==> config.mk <==
export PLATFORM = sky130hd
export DESIGN_NAME = fbpe_ctrl
export DESIGN_NICKNAME = d
export VERILOG_FILES = /design/src/rtl/core/fbpe_pkg.sv /design/src/rtl/core/fbpe_ctrl.sv
export SDC_FILE = /design/constraint.sdc
export NUM_CORES = 1
export LEC_CHECK = 0
export BUFFER_PORTS_ARGS = -buffer_cell sky130_fd_sc_hd__buf_2
export CAP_MARGIN = 20
export CORE_UTILIZATION = 40
export CTS_BUF_LIST = sky130_fd_sc_hd__clkbuf_16
export CTS_CLUSTER_SIZE = 20
export DETAILED_ROUTE_END_ITERATION = 8
export SLEW_MARGIN = 0
export SYNTH_ARGS = -nofsm -noshare
export SYNTH_HDL_FRONTEND = slang
export SYNTH_SLANG_ARGS = --single-unit
==> constraint.sdc <==
create_clock -name clk -period 6.8 [get_ports clk]
set_input_delay 0.34 -clock clk [delete_from_list [all_inputs] [get_ports clk]]
set_output_delay 0.34 -clock clk [all_outputs]
set_load 0.05 [all_outputs]
==> src/rtl/core/fbpe_pkg.sv <==
// ----------------------------------------------------------------------------
// fbpe_pkg
// Shared types, codes and the byte mask helper for the framebuffer pixel engine.
// ----------------------------------------------------------------------------
package fbpe_pkg;

  // operation codes carried in the input word's tuser
  localparam logic [1:0] FN_PUT   = 2'd0;
  localparam logic [1:0] FN_GET   = 2'd1;
  localparam logic [1:0] FN_CLEAR = 2'd2;
  localparam logic [1:0] FN_RSVD  = 2'd3;

  // configuration register indexes
  localparam logic [1:0] REG_CANVAS_WIDTH  = 2'd0;
  localparam logic [1:0] REG_CANVAS_HEIGHT = 2'd1;

  localparam int IN_DATA_W  = 40;
  localparam int OUT_DATA_W = 8;

  typedef enum logic [2:0] {
    S_INIT,
    S_IDLE,
    S_MUL,
    S_READ,
    S_MODIFY,
    S_DONE
  } fbpe_state_t;

  typedef struct packed {
    logic [1:0] func;
    logic [7:0] pos_x;
    logic [7:0] pos_y;
    logic       color;
    logic [7:0] rect_width;
    logic [7:0] rect_height;
  } item_t;

  typedef struct packed {
    logic pixel_value;
    logic status;
  } res_t;

  // Mask of n pixels starting at bit_pos, counted from the MSB.
  function automatic logic [7:0] clr_mask(logic [2:0] bit_pos, logic [3:0] n);
    logic [3:0] stop;
    stop = {1'b0, bit_pos} + n;
    return (8'hFF >> bit_pos) & ~(8'hFF >> stop);
  endfunction

endpackage

==> src/rtl/core/fbpe_ctrl.sv <==
// ----------------------------------------------------------------------------
// fbpe_ctrl
// Sequencer and shared address/mask unit: clearing pass, address multiply,
// clipping, and read-modify-write of one byte per pass.
// ----------------------------------------------------------------------------
module fbpe_ctrl #(
  parameter int MAX_WIDTH  = 128,
  parameter int MAX_HEIGHT = 64,
  parameter int WW         = $clog2(MAX_WIDTH + 1),
  parameter int HW         = $clog2(MAX_HEIGHT + 1),
  parameter int STORE_BYTES = (MAX_WIDTH * MAX_HEIGHT + 7) / 8,
  parameter int BAW        = $clog2(STORE_BYTES)
) (
  input  logic               clk,
  input  logic               rst_n,
  input  logic [WW-1:0]      w_eff,
  input  logic [HW-1:0]      h_eff,
  input  logic               in_valid,
  output logic               in_ready,
  input  fbpe_pkg::item_t    in_item,
  input  logic               out_free,
  output logic               res_load,
  output fbpe_pkg::res_t     res,
  output logic               mem_we,
  output logic [BAW-1:0]     mem_waddr,
  output logic [7:0]         mem_wdata,
  output logic [BAW-1:0]     mem_raddr,
  input  logic [7:0]         mem_rdata
);

  import fbpe_pkg::*;

  localparam int AW = BAW + 3;
  localparam int XW = (WW > 8) ? WW : 8;
  localparam int YW = (HW > 8) ? HW : 8;
  localparam int PW = 8 + WW;

  fbpe_state_t    state_r, state_nxt;
  item_t          item_r, item_nxt;
  res_t           res_r, res_nxt;
  logic [AW-1:0]  cur_addr_r, cur_addr_nxt;
  logic [AW-1:0]  row_addr_r, row_addr_nxt;
  logic [7:0]     count_r, count_nxt;
  logic [7:0]     rw_r, rw_nxt;
  logic [7:0]     lines_r, lines_nxt;
  logic [BAW-1:0] init_addr_r, init_addr_nxt;

  logic           in_err;
  logic [PW-1:0]  prod_sum;
  logic [XW-1:0]  rw_lim;
  logic [YW-1:0]  rh_lim;
  logic [7:0]     rw_c, rh_c;
  logic [2:0]     bit_pos;
  logic [3:0]     avail, run_n;
  logic [7:0]     pmask, cmask;

  assign in_err = (in_item.func == FN_RSVD) ||
                  (XW'(in_item.pos_x) >= XW'(w_eff)) ||
                  (YW'(in_item.pos_y) >= YW'(h_eff));

  // shared multiplier: bit address of the first pixel
  assign prod_sum = PW'(item_r.pos_y) * PW'(w_eff) + PW'(item_r.pos_x);

  // clip to the canvas; origin is known to be inside
  assign rw_lim = XW'(w_eff) - XW'(item_r.pos_x);
  assign rh_lim = YW'(h_eff) - YW'(item_r.pos_y);
  assign rw_c = (XW'(item_r.rect_width) > rw_lim) ? rw_lim[7:0] : item_r.rect_width;
  assign rh_c = (YW'(item_r.rect_height) > rh_lim) ? rh_lim[7:0] : item_r.rect_height;

  assign bit_pos = cur_addr_r[2:0];
  assign avail   = 4'd8 - {1'b0, bit_pos};
  assign run_n   = ({4'd0, avail} > count_r) ? count_r[3:0] : avail;
  assign pmask   = 8'h80 >> bit_pos;
  assign cmask   = clr_mask(bit_pos, run_n);

  always_ff @(posedge clk) begin
    if (!rst_n) begin
      state_r <= S_INIT;
    end else begin
      state_r <= state_nxt;
    end
  end

  always_ff @(posedge clk) begin
    if (!rst_n) begin
      init_addr_r <= '0;
    end else begin
      init_addr_r <= init_addr_nxt;
    end
  end

  always_ff @(posedge clk) begin
    item_r     <= item_nxt;
    res_r      <= res_nxt;
    cur_addr_r <= cur_addr_nxt;
    row_addr_r <= row_addr_nxt;
    count_r    <= count_nxt;
    rw_r       <= rw_nxt;
    lines_r    <= lines_nxt;
  end

  always_comb begin
    state_nxt     = state_r;
    item_nxt      = item_r;
    res_nxt       = res_r;
    cur_addr_nxt  = cur_addr_r;
    row_addr_nxt  = row_addr_r;
    count_nxt     = count_r;
    rw_nxt        = rw_r;
    lines_nxt     = lines_r;
    init_addr_nxt = init_addr_r;
    in_ready      = 1'b0;
    res_load      = 1'b0;
    mem_we        = 1'b0;
    mem_waddr     = cur_addr_r[AW-1:3];
    mem_wdata     = mem_rdata;
    mem_raddr     = cur_addr_r[AW-1:3];

    case (state_r)
      S_INIT: begin
        // sweep the store to zero after reset
        mem_we        = 1'b1;
        mem_waddr     = init_addr_r;
        mem_wdata     = 8'h00;
        init_addr_nxt = init_addr_r + 1'b1;
        if (init_addr_r == BAW'(STORE_BYTES - 1)) begin
          state_nxt = S_IDLE;
        end
      end
      S_IDLE: begin
        in_ready = 1'b1;
        if (in_valid) begin
          item_nxt            = in_item;
          res_nxt.pixel_value = 1'b0;
          res_nxt.status      = in_err;
          state_nxt           = in_err ? S_DONE : S_MUL;
        end
      end
      S_MUL: begin
        cur_addr_nxt = AW'(prod_sum);
        row_addr_nxt = AW'(prod_sum);
        count_nxt    = rw_c;
        rw_nxt       = rw_c;
        lines_nxt    = rh_c;
        if (item_r.func == FN_CLEAR && (rw_c == 8'd0 || rh_c == 8'd0)) begin
          state_nxt = S_DONE;
        end else begin
          state_nxt = S_READ;
        end
      end
      S_READ: begin
        state_nxt = S_MODIFY;
      end
      S_MODIFY: begin
        case (item_r.func)
          FN_PUT: begin
            mem_we    = 1'b1;
            mem_wdata = item_r.color ? (mem_rdata | pmask) : (mem_rdata & ~pmask);
            state_nxt = S_DONE;
          end
          FN_GET: begin
            res_nxt.pixel_value = |(mem_rdata & pmask);
            state_nxt           = S_DONE;
          end
          default: begin
            mem_we    = 1'b1;
            mem_wdata = mem_rdata & ~cmask;
            if (count_r == {4'd0, run_n}) begin
              if (lines_r == 8'd1) begin
                state_nxt = S_DONE;
              end else begin
                // advance to the next row of the rectangle
                lines_nxt    = lines_r - 8'd1;
                row_addr_nxt = row_addr_r + AW'(w_eff);
                cur_addr_nxt = row_addr_r + AW'(w_eff);
                count_nxt    = rw_r;
                state_nxt    = S_READ;
              end
            end else begin
              cur_addr_nxt = cur_addr_r + AW'(run_n);
              count_nxt    = count_r - {4'd0, run_n};
              state_nxt    = S_READ;
            end
          end
        endcase
      end
      S_DONE: begin
        // hold until the output register can take the result
        if (out_free) begin
          res_load  = 1'b1;
          state_nxt = S_IDLE;
        end
      end
      default: begin
        state_nxt = S_IDLE;
      end
    endcase
  end

  assign res = res_r;

`ifndef SYNTHESIS
  a_idle_no_write: assert property (@(posedge clk) disable iff (!rst_n)
    state_r == S_IDLE |-> !mem_we)
    else $error("store written while idle");

  a_waddr_range: assert property (@(posedge clk) disable iff (!rst_n)
    mem_we |-> ({1'b0, mem_waddr} < (BAW + 1)'(STORE_BYTES)))
    else $error("store write beyond depth");

  a_clear_count: assert property (@(posedge clk) disable iff (!rst_n)
    (state_r == S_READ && item_r.func == FN_CLEAR) |-> count_r != 8'd0)
    else $error("clear run started with zero count");

  a_load_free: assert property (@(posedge clk) disable iff (!rst_n)
    res_load |-> out_free)
    else $error("result loaded over a pending word");

  a_point_done: assert property (@(posedge clk) disable iff (!rst_n)
    (state_r == S_MODIFY && item_r.func != FN_CLEAR) |=> state_r == S_DONE)
    else $error("pixel access did not finish after one byte");
`endif

endmodule

=== Word-level counts from Yosys, hierarchy flattened ===
Index checks and enable logic that the tools add are counted.

* Input port bits: 62
* Flip-flop bits (word level): 100
* Output and inout port bits: 33
* Logic and storage cells: 117

* Shifts and indexed selects: 3
* Eq/ne operators: 19
* Muxes and demuxes: 39
* $mul: 1
* Add/subtract/negate cells: 10
* Bitwise logic cells: 8
* Magnitude comparators: 5
* Reductions and logical operators: 17

{| class="wikitable"
|+ Operator list
! operator !! number
|-
| $mux 8 || 9
|-
| $mux 13 || 5
|-
| $pmux 8 s2 || 4
|-
| $pmux 13 s2 || 2
|-
| $and 8x8->8 || 4
|-
| $add 13x8->13 || 2
|-
| $mux 3 || 8
|-
| $not 8->8 || 3
|-
| $pmux 3 s6 || 1
|-
| $gt 8x8->1 || 2
|-
| $logic_not 8->1 || 2
|-
| $shr 8x3->8 const A || 2
|-
| $add 13x4->13 || 1
|-
| $mul 8x8->13 || 1
|-
| $ne 2x2->1 const B || 6
|-
| $add 10x1->10 const B || 1
|-
| $eq 10x10->1 const B || 1
|-
| $mux 10 || 1
|-
| $reduce_and 3->1 || 3
|-
| $eq 8x1->1 const B || 1
|-
| $eq 8x4->1 || 1
|-
| $ge 8x7->1 || 1
|-
| $ge 8x8->1 || 1
|-
| $gt 4x8->1 || 1
|-
| 28 further kinds || 39
|}

=== Longest topological paths before layout ===
Gate-level depths: netlist of run 1.

* Depth after elaboration: 11
* Depth in mapped cells: 20
* Depth with buffers taken out: 20

=== Worst setup path after synthesis of run 1 ===
Ideal clock, no wire load.

* Kind: flip-flop to flip-flop
* Start point: register cur_addr_r[1]
* End point: register lines_r[0] (enable)
* Data arrival time: 4.282 ns
* Data required time: 6.401 ns
* Period minus slack after synthesis: 4.680 ns
* Cell stages (with the launch flop): 16
* Slack: 2.120 ns
* Path buffers: 2
* Library setup time: 0.399 ns
* Path through: edfxtp_1 inv_1 ha_1 ha_1 ha_1 o21a_1 o21a_1 o211ai_4 mux2i_4 ha_1 and4_1 and2_1 clkbuf_1 clkbuf_1 a21oi_1 nor2_1

* Longest elaborated chain between the ends: 6

{| class="wikitable"
|+ Ends and longest elaborated chain
! element !! RTL line !! source
|-
| start: declaration || fbpe_ctrl.sv:41 || <nowiki>logic [AW-1:0] cur_addr_r, cur_addr_nxt;</nowiki>
|-
| start signal: assignment || fbpe_ctrl.sv:95 || <nowiki>cur_addr_r <= cur_addr_nxt;</nowiki>
|-
| $sub 4x3->4 (*) || fbpe_ctrl.sv:71 || <nowiki>assign avail = 4'd8 - {1'b0, bit_pos};</nowiki>
|-
| $gt 4x8->1 || fbpe_ctrl.sv:72 || <nowiki>assign run_n = ({4'd0, avail} > count_r) ? count_r[3:0] : avail;</nowiki>
|-
| $mux 4 (*) || fbpe_ctrl.sv:72 ||
|-
| $eq 8x4->1 (*) || fbpe_ctrl.sv:168 || <nowiki>if (count_r == {4'd0, run_n}) begin</nowiki>
|-
| $ne 2x2->1 (no line) (*) || - ||
|-
| $reduce_and 4->1 (no line) (*) || - ||
|-
| end signal: assignment || fbpe_ctrl.sv:99 || <nowiki>lines_r <= lines_nxt;</nowiki>
|-
| end: declaration || fbpe_ctrl.sv:45 || <nowiki>logic [7:0] lines_r, lines_nxt;</nowiki>
|}

Every way passes the cells marked *; elsewhere a longest branch is shown, timed or not.
A chain may end at the register's enable or synchronous reset.

=== Worst setup path in the final report of run 1 ===
* Start point: register cur_addr_r[1]
* End point: output mem_wdata[3]

* Longest elaborated chain between the ends: 11
* Elaborated cells on any way between the ends: 17
* Those cells by class: 2 x add/sub; 1 x order compare; 3 x shift; 4 x mux; 7 x bitwise

{| class="wikitable"
|+ Ends and longest elaborated chain
! element !! RTL line !! source
|-
| $sub 4x3->4 || fbpe_ctrl.sv:71 ||
|-
| $gt 4x8->1 || fbpe_ctrl.sv:72 ||
|-
| $mux 4 || fbpe_ctrl.sv:72 ||
|-
| $add 3x4->4 || fbpe_pkg.sv:46 || <nowiki>stop = {1'b0, bit_pos} + n;</nowiki>
|-
| $shr 8x4->8 || fbpe_pkg.sv:47 || <nowiki>return (8'hFF >> bit_pos) & ~(8'hFF >> stop);</nowiki>
|-
| $not 8->8 || fbpe_pkg.sv:47 ||
|-
| $and 8x8->8 || fbpe_pkg.sv:47 ||
|-
| $not 8->8 || fbpe_ctrl.sv:167 || <nowiki>mem_wdata = mem_rdata & ~cmask;</nowiki>
|-
| $and 8x8->8 || fbpe_ctrl.sv:167 ||
|-
| $pmux 8 s2 (*) || fbpe_ctrl.sv:155 || <nowiki>case (item_r.func)</nowiki>
|-
| $pmux 8 s2 (*) || fbpe_ctrl.sv:119 || <nowiki>case (state_r)</nowiki>
|-
| end: declaration || fbpe_ctrl.sv:26 || <nowiki>output logic [7:0] mem_wdata,</nowiki>
|}

Marks and branches as above.

==> results of run 1 <==
==> flip-flops by register name, summed over array words and instances (netlist names) <==
register and flops:
cur_addr_r 13, rw_r 8, init_addr_r 10, row_addr_r 13, item_r 35, res 2, state_r 3, lines_r 8
count_r 8
==> worst register-to-register path, stage by stage (launching register included) <==
cell and delay, ns:
edfxtp_1 0.56, nand2_1 0.13, fa_1 0.52, inv_1 0.05, fa_1 0.45, ha_1 0.29, inv_1 0.05, fa_1 0.58
inv_1 0.06, ha_1 0.29, a21o_1 0.17, a21oi_1 0.24, o21ai_1 0.12, a2111o_1 0.44, a41oi_1 0.25, xnor2_1 0.11
nor2_1 0.14, a21oi_1 0.06
==> layer usage <==
layer / vias up / share of wire (%) / routed length (um) / global-route usage, %
met1: 3442 / 48 / 10800 / 25.5
met5: - / 0 / 0 / 0
met3: 28 / 3.9 / 869 / 2.35
met2: 173 / 46 / 10400 / 32.1
li1: 3756 / - / - / -
met4: 0 / 1.6 / 359 / 5.37
==> final cells by class <==
| class | instances | area, um^2 | area share [%] |
|---|---|---|---|
| timing repair buffer | 99 | 515 | 4.89 |
| clock buffer | 9 | 225 | 2.14 |
| multi-input combinational | 782 | 5930 | 56.3 |
| tap | 319 | 399 | 3.78 |
| antenna | 1 | 2.50 | 0.0237 |
| inverter | 142 | 533 | 5.05 |
| clock inverter | 7 | 63.8 | 0.605 |
| sequential | 100 | 2870 | 27.2 |
==> synthesized netlist by cell type (2+ instances only) <==
library cell | number | area share [%]
a222oi_1 | 3 | 0.32
inv_1 | 142 | 5.6
o22ai_1 | 4 | 0.26
or2_2 | 3 | 0.20
o21ai_1 | 9 | 0.47
nand2_1 | 147 | 5.8
and3_1 | 4 | 0.26
or3_1 | 8 | 0.53
o21ai_0 | 66 | 3.5
mux2_2 | 16 | 1.9
a21boi_1 | 3 | 0.24
a211oi_1 | 7 | 0.55
a22oi_1 | 3 | 0.24
nand4_1 | 12 | 0.79
dfxtp_1 | 13 | 2.7
mux2i_1 | 8 | 0.84
ha_1 | 101 | 13
buf_2 | 4 | 0.21
clkbuf_1 | 23 | 0.91
a221o_1 | 2 | 0.21
nor2b_1 | 16 | 1.1
a21oi_1 | 44 | 2.3
a21boi_0 | 5 | 0.39
a21o_1 | 10 | 0.79
nor3_1 | 19 | 1.0
nand2b_1 | 11 | 0.72
o211ai_1 | 6 | 0.47
fa_1 | 47 | 9.9
nor4_1 | 4 | 0.26
nor2_1 | 73 | 2.9
o21bai_1 | 2 | 0.16
and2_1 | 21 | 1.4
o21ai_2 | 2 | 0.18
edfxtp_1 | 87 | 27
nor3b_1 | 2 | 0.16
a311oi_1 | 2 | 0.18
o2111ai_1 | 2 | 0.18
nand3_1 | 12 | 0.63
buf_4 | 11 | 0.87
a31oi_1 | 11 | 0.72
nand3b_1 | 2 | 0.16
xnor2_1 | 34 | 3.1
xor2_1 | 29 | 2.7
o21a_1 | 6 | 0.47
==> layout by cell type, fill, tap and decap left out, drive strengths merged, types with 5 or more instances in the layout <==
master	instances
a21boi	8
nor3	19
xnor2	35
buf	99
nor4	5
o211ai	7
a21o	10
edfxtp	87
and2	21
mux2i	9
nor2b	16
dfxtp	13
mux2	16
o21ai	77
a211oi	8
or3	8
a21oi	44
clkbuf	9
nand3	12
fa	47
nand4	12
xor2	29
nor2	74
inv	145
nand2b	11
o21a	6
ha	101
nand2	147
a31oi	11
==> power groups by stage <==
stage	Combinational, mW	Sequential, mW	Clock (mW)
2_1_floorplan	0.341	0.713	0
3_3_place_gp	0.451	0.714	0
3_5_place_dp	0.461	0.713	0
4_1_cts	0.465	0.699	0.525
5_1_grt	0.538	0.700	0.542
6_report	0.461	0.700	0.511
==> metrics by stage <==
step	instance area, um^2	setup WS, ns	utilization, %	hold WS (ns)	std cells
after floorplan	9530	2.12	-	0.439	1062
after global placement	10200	1.99	43.8	0.497	1441
after detailed placement	10200	1.82	43.8	0.514	1441
after CTS	10500	1.69	45.0	0.143	1457
after global routing	10500	1.39	45.1	0.142	1459
final	10500	1.69	45.1	0.155	1459
==> logic make-up (layout without fill, tap and decap cells) <==
family,after synthesis,count (layout),share of synthesized area (%)
other,0,1,0
flip-flops,100,100,30.2
multiplexers,25,25,2.97
XOR/XNOR,64,64,6.08
AO/OA/AOI/OAI,202,202,13.2
AND/OR/NAND/NOR,343,343,16.8
adder cells (fa/ha/maj),148,148,23.1
buffers and inverters,180,257,7.58
==> path summary, 6_finish.rpt <==
check	end	slack (ns)	cells after the start
max	mem_wdata[3]	1.69	17
min	item_r[11]	0.16	1
max reg2reg	row_addr_r[12]	2.02	17
min reg2reg	init_addr_r[8]	0.52	2
==> summary.log, run 1 <==
INFO  sta            timing.slew.headroom=32.8%
INFO  floorplanning  io-pin-count=95
INFO  power          power.share.switching=31.5%
INFO  sta            worst_pin_slew=1.01ns
INFO  clock_network  clk_pin_slew_worst_paths=0.08ns
INFO  sta            grt_setup_unrepaired=false
INFO  clock_network  cts.sinks=100
INFO  min_path       min_from=in_item[11]
INFO  setup_path     worst_path_dominant_cell_family=adder cells
INFO  placement      gp_congestion=0.909
INFO  power          p_int=1.15mW
INFO  layout         synthToLayoutAreaGrowth=10.7%
INFO  synth          syn-num-nets=1272
INFO  sta            report.final.hold_viol_count=0
INFO  power          power.share.combinational=27.6%
INFO  sta            final_min_period_over_clock_period=75.1%
INFO  power          power_frac_seq=41.9%
INFO  grt            grt_pass1_wl=36300um
INFO  routing        route.detailed.vias_per_inst=5.07
INFO  floorplanning  floorplan.die.height=156um
INFO  routing        detail_route.wl_per_cell=15.3um
INFO  layout         final_layout_size_suffix_gt1_share=12.9%
INFO  setup_path     worstSetupStartpoint=cur_addr_r[1]
INFO  floorplanning  die-width=156um
INFO  clock_network  number_of_buffers_inserted_by_hold_repair_at_cts=0
INFO  setup_path     timing.critical_path.slowest_stage_cell=xor2_1
INFO  floorplanning  core_area=0.0234mm^2
INFO  clock_network  number_of_clock_buffers_inserted_by_tritoncts=9
INFO  grt            gr-total-overflow=0
INFO  floorplanning  rows=56
INFO  routing        initialDrtViolationCount=436
INFO  power          clkPwrFrac=30.5%
INFO  sta            slew_violations=0
INFO  power          vdd_drop_max=101uV
INFO  setup_path     worstSetupStartpointType=flop
INFO  setup_path     critPathMostFrequentCell=ha_1
INFO  placement      port_buffer_count=94
INFO  routing        drc_errors=0
INFO  routing        detailedRoute.firstPassIterationCount=5
INFO  grt            antenna_found_initial=1
INFO  synth          post_synth.cell_area_avg=8.97um^2
INFO  layout         layout_filler_cell_count=2359
INFO  layout         final_nets=1344
INFO  sta            fmax=196MHz
INFO  setup_path     critical_path.endpoint_type=primary output
INFO  setup_path     critical_path.reg2reg.startpoint=item_r[20]
INFO  grt            grt_util_all_layers=19.0%
INFO  grt            grt_max_degree=42
INFO  sta            setup_tns=0ns
INFO  synth          yosysSeqAreaShare=30.2%
INFO  floorplanning  dieArea=0.0244mm^2
INFO  floorplanning  initial_utilization=40.7%
INFO  setup_path     worstPathMaxFanout=8
INFO  sta            final_setup_skew=0.0104ns
INFO  power          static_leakage=4.75nW
INFO  placement      place.detailed.hpwl=17500um
INFO  setup_path     cp.buffers_inverters=3
INFO  sta            finalSetupViolCount=0
INFO  routing        drt.antenna.violating_nets=0
INFO  clock_network  post_cts_setup_bufs=0
INFO  clock_network  ctsHtreeMaxLevel=3
INFO  setup_path     critPathArrivalTime=4.77ns
INFO  grt            first_global_vias=7361
INFO  setup_path     cpPeakStageDelay=0.60ns
INFO  clock_network  post_cts.resized_instances=0
INFO  clock_network  max-clock-path-buffers=2
INFO  routing        route.final.wire_length=22400um
INFO  min_path       min-delay-path-class=in2reg
INFO  power          power_switching=526uW
INFO  routing        num_vias=7399
INFO  clock_network  clockRootBuffer=clkbuf_16
INFO  synth          synthesis.instances=1062
INFO  flow_run       maxCapViolations=0
INFO  power          cellPowerDensity=158mW/mm^2
INFO  setup_path     path_cells=inv_1 > ha_1 > ha_1 > ha_1 > o21a_1 > o21a_1 > o211ai_4 > nand2_1 > o21ai_0 > ha_1 > inv_1 > fa_1 > xor2_1 > o21a_1 > a21oi_1 > o21ai_1 > buf_2
INFO  synth          distinct_cell_type_count_of_the_synthesized_netlist=70
INFO  sta            period_needed=5.11ns
INFO  synth          synth_area=0.00953mm^2
INFO  status         status=finished, final reports clean
INFO  synth          postSynthRegisterBits=100
INFO  setup_path     crit_required=6.46ns
INFO  clock_network  tritoncts=yes
INFO  clock_network  clkLatencyLatePin=0.35ns
INFO  setup_path     crit_type=reg2out
INFO  synth          synth_flop_cell=edfxtp_1
INFO  synth          yosys_warnings=0
INFO  synth          synth_async_sr_flop_share=0%
INFO  synth          number_of_enable_flip_flop_cells_after_synthesis=87
INFO  power          total_power=1.67mW
No activity file was read; power rests on OpenSTA's default activity.
==> run 2, diff against run 1 <==
==> constraint.sdc (replaced) <==
create_clock -name clk -period 5 [get_ports clk]
set_input_delay 0.25 -clock clk [delete_from_list [all_inputs] [get_ports clk]]
set_output_delay 0.25 -clock clk [all_outputs]
set_load 0.05 [all_outputs]
==> run 2 against run 1 <==
  * Clock skew rose by 0.0018 ns
  * Die area unchanged
  * Clock power rose by 41%
  * First-iteration DRC count up 24%
  * Combinational power up 37%
  * Cell count increased by 0.55%
==> summary.log, run 2 (synthesis gave the netlist of run 1 again) <==
INFO  floorplanning  dieArea=0.0244mm^2 [unchanged]
INFO  setup_path     path_cells=nand2_1 > fa_1 > inv_1 > fa_1 > ha_1 > inv_1 > fa_1 > inv_1 > ha_1 > a21o_1 > a21oi_1 > o21ai_1 > a2111o_1 > a41oi_1 > xnor2_1 > nor2_1 > a21oi_1
INFO  floorplanning  floorplan.die.height=156um [unchanged]
INFO  sta            final_setup_skew=0.0122ns [+0.00180 ns]
INFO  clock_network  clockRootBuffer=clkbuf_16
INFO  grt            antenna_found_initial=0 [-1]
INFO  min_path       min-delay-path-class=in2reg
INFO  placement      gp_congestion=0.874 [-3.8%]
INFO  flow_run       maxCapViolations=0 [unchanged]
INFO  layout         final_layout_size_suffix_gt1_share=13.7% [+0.77 points]
INFO  layout         final_nets=1353 [+0.67%]
INFO  layout         regMostFlops=item_r
INFO  setup_path     crit_type=reg2reg
INFO  floorplanning  core_area=0.0234mm^2 [unchanged]
INFO  routing        detail_route.wl_per_cell=15.3um [-0.20%]
INFO  sta            setup_tns=0ns [unchanged]
INFO  power          cellPowerDensity=217mW/mm^2 [+37%]
INFO  sta            slew_violations=0 [unchanged]
INFO  clock_network  cts.sinks=100 [unchanged]
INFO  routing        route.final.wire_length=22400um [+0.35%]
INFO  layout         ant_diodes=0 [-1]
INFO  setup_path     worstSetupStartpointType=flop
INFO  layout         layout.cells.most_common_list=nand2_1 (147), inv_1 (142), ha_1 (101)
INFO  clock_network  post_cts.resized_instances=0 [unchanged]
INFO  floorplanning  initial_utilization=40.7% [unchanged]
INFO  sta            final_min_period_over_clock_period=92.8%
INFO  floorplanning  rows=56 [unchanged]
INFO  grt            first_global_vias=7590 [+3.1%]
INFO  clock_network  number_of_buffers_inserted_by_hold_repair_at_cts=0 [unchanged]
INFO  status         status=finished, final reports clean
INFO  setup_path     worstPathMaxFanout=7 [-1]
INFO  grt            grt_pass1_wl=37600um [+3.6%]
INFO  layout         layout_filler_cell_count=2355 [-0.17%]
INFO  grt            grt_max_degree=42 [unchanged]
INFO  sta            fmax=215MHz
INFO  routing        drc_errors=0 [unchanged]
INFO  setup_path     critPathArrivalTime=4.70ns [-0.07 ns]
INFO  clock_network  number_of_clock_buffers_inserted_by_tritoncts=9 [unchanged]
INFO  layout         largest_register_ffs=35 [unchanged]
INFO  setup_path     crit_required=5.06ns [-1.40 ns]
INFO  clock_network  post_cts_setup_bufs=0 [unchanged]
INFO  sta            report.final.hold_viol_count=0 [unchanged]
INFO  setup_path     critical_path.endpoint_type=flop
INFO  grt            gr-total-overflow=0 [unchanged]
INFO  sta            timing.slew.headroom=32.5% [-0.28 points]
INFO  placement      dp_cells=1451 [+0.69%]
INFO  power          vdd_drop_max=153uV [+51%]
INFO  routing        drt.antenna.violating_nets=0 [unchanged]
INFO  sta            grt_setup_unrepaired=false
INFO  sta            finalSetupViolCount=0 [unchanged]
INFO  routing        num_vias=7422 [+0.31%]
INFO  layout         layout_commonest_cell=nand2_1
INFO  sta            period_needed=4.64ns
INFO  clock_network  clk_pin_slew_worst_paths=0.08ns [about the same]
INFO  placement      place.detailed.hpwl=17700um [+1.3%]
INFO  routing        route.detailed.vias_per_inst=5.06 [-0.24%]
INFO  sta            worst_pin_slew=1.01ns [+0.00415 ns]
INFO  layout         finish.cell_count_without_fillers=1467 [+0.55%]
INFO  floorplanning  io-pin-count=95 [unchanged]
INFO  setup_path     timing.critical_path.slowest_stage_cell=fa_1
INFO  clock_network  ctsHtreeMaxLevel=3 [unchanged]
INFO  layout         synthToLayoutAreaGrowth=11.4%
INFO  routing        initialDrtViolationCount=539 [+24%]
INFO  layout         biggestRegsByFlops=item_r (35), cur_addr_r (13), row_addr_r (13)
INFO  power          static_leakage=4.80nW [+0.99%]
INFO  grt            grt_util_all_layers=19.7% [+0.66 points]
INFO  sta            fin_worst_hold_slack=0.0613ns [-0.0938 ns]
INFO  clock_network  clkLatencyLatePin=0.36ns [about the same]
INFO  clock_network  tritoncts=yes
INFO  routing        detailedRoute.firstPassIterationCount=5 [unchanged]
INFO  setup_path     cpPeakStageDelay=0.58ns [-0.02 ns]
INFO  clock_network  max-clock-path-buffers=2 [unchanged]
INFO  floorplanning  die-width=156um [unchanged]
INFO  placement      port_buffer_count=94 [unchanged]
[run 2: area by class of cell]
class	count	area, um^2	area share [%]
inverters	142	533	5.02
well taps	319	399	3.76
clock inverters	6	50.0	0.471
flip-flops and latches	100	2870	27.1
multi-input cells	782	5930	55.9
repair buffers	108	576	5.42
clock buffers	10	250	2.36
[run 2: worst max-delay path: cells and delay by family (launching register included)]
| kind | cells | cell delay [ns] |
|---|---|---|
| fa+ha+maj | 5 | 2.09 |
| flops | 1 | 0.49 |
| buf+inv | 3 | 0.16 |
| simple gates | 2 | 0.24 |
| xor+xnor | 1 | 0.11 |
| compound gates | 6 | 1.25 |
[run 2: final timing paths]
check,start,to,slack [ns],depth (start not counted)
hold reg to reg,init_addr_r[6],init_addr_r[6],0.53,2
setup reg to reg,item_r[21],cur_addr_r[12],0.36,17
setup / recovery,item_r[21],cur_addr_r[12],0.36,17
hold / removal,in_item[9],item_r[9],0.06,1
[run 2: power by group]
| part | switching (mW) | total (mW) | internal, mW | leakage, nW |
|---|---|---|---|---|
| Combinational | 0.368 | 0.630 | 0.262 | 3.76 |
| Clock | 0.342 | 0.719 | 0.377 | 0.151 |
| Sequential | 0.00284 | 0.951 | 0.949 | 0.887 |
| Total | 0.712 | 2.30 | 1.59 | 4.80 |
[run 2: routing by layer]
metal,routed length [um],up-vias,GRT usage (%)
li1,-,3775,-
met1,10800,3438,26.4
met2,10200,190,32.9
met3,1060,19,3.30
met4,289,0,4.81
met5,0,-,0
[run 2: metrics by stage]
stage | util (%) | power (mW) | area, um^2 | setup WS (ns)
5_1_grt | 45.4 | 2.46 | 10600 | 0.110
3_3_place_gp | 44.1 | 1.58 | 10300 | 0.366
6_report | 45.4 | 2.30 | 10600 | 0.360
2_1_floorplan | - | 1.43 | 9530 | 0.320
3_5_place_dp | 44.1 | 1.60 | 10300 | 0.307
4_1_cts | 45.4 | 2.32 | 10600 | 0.363
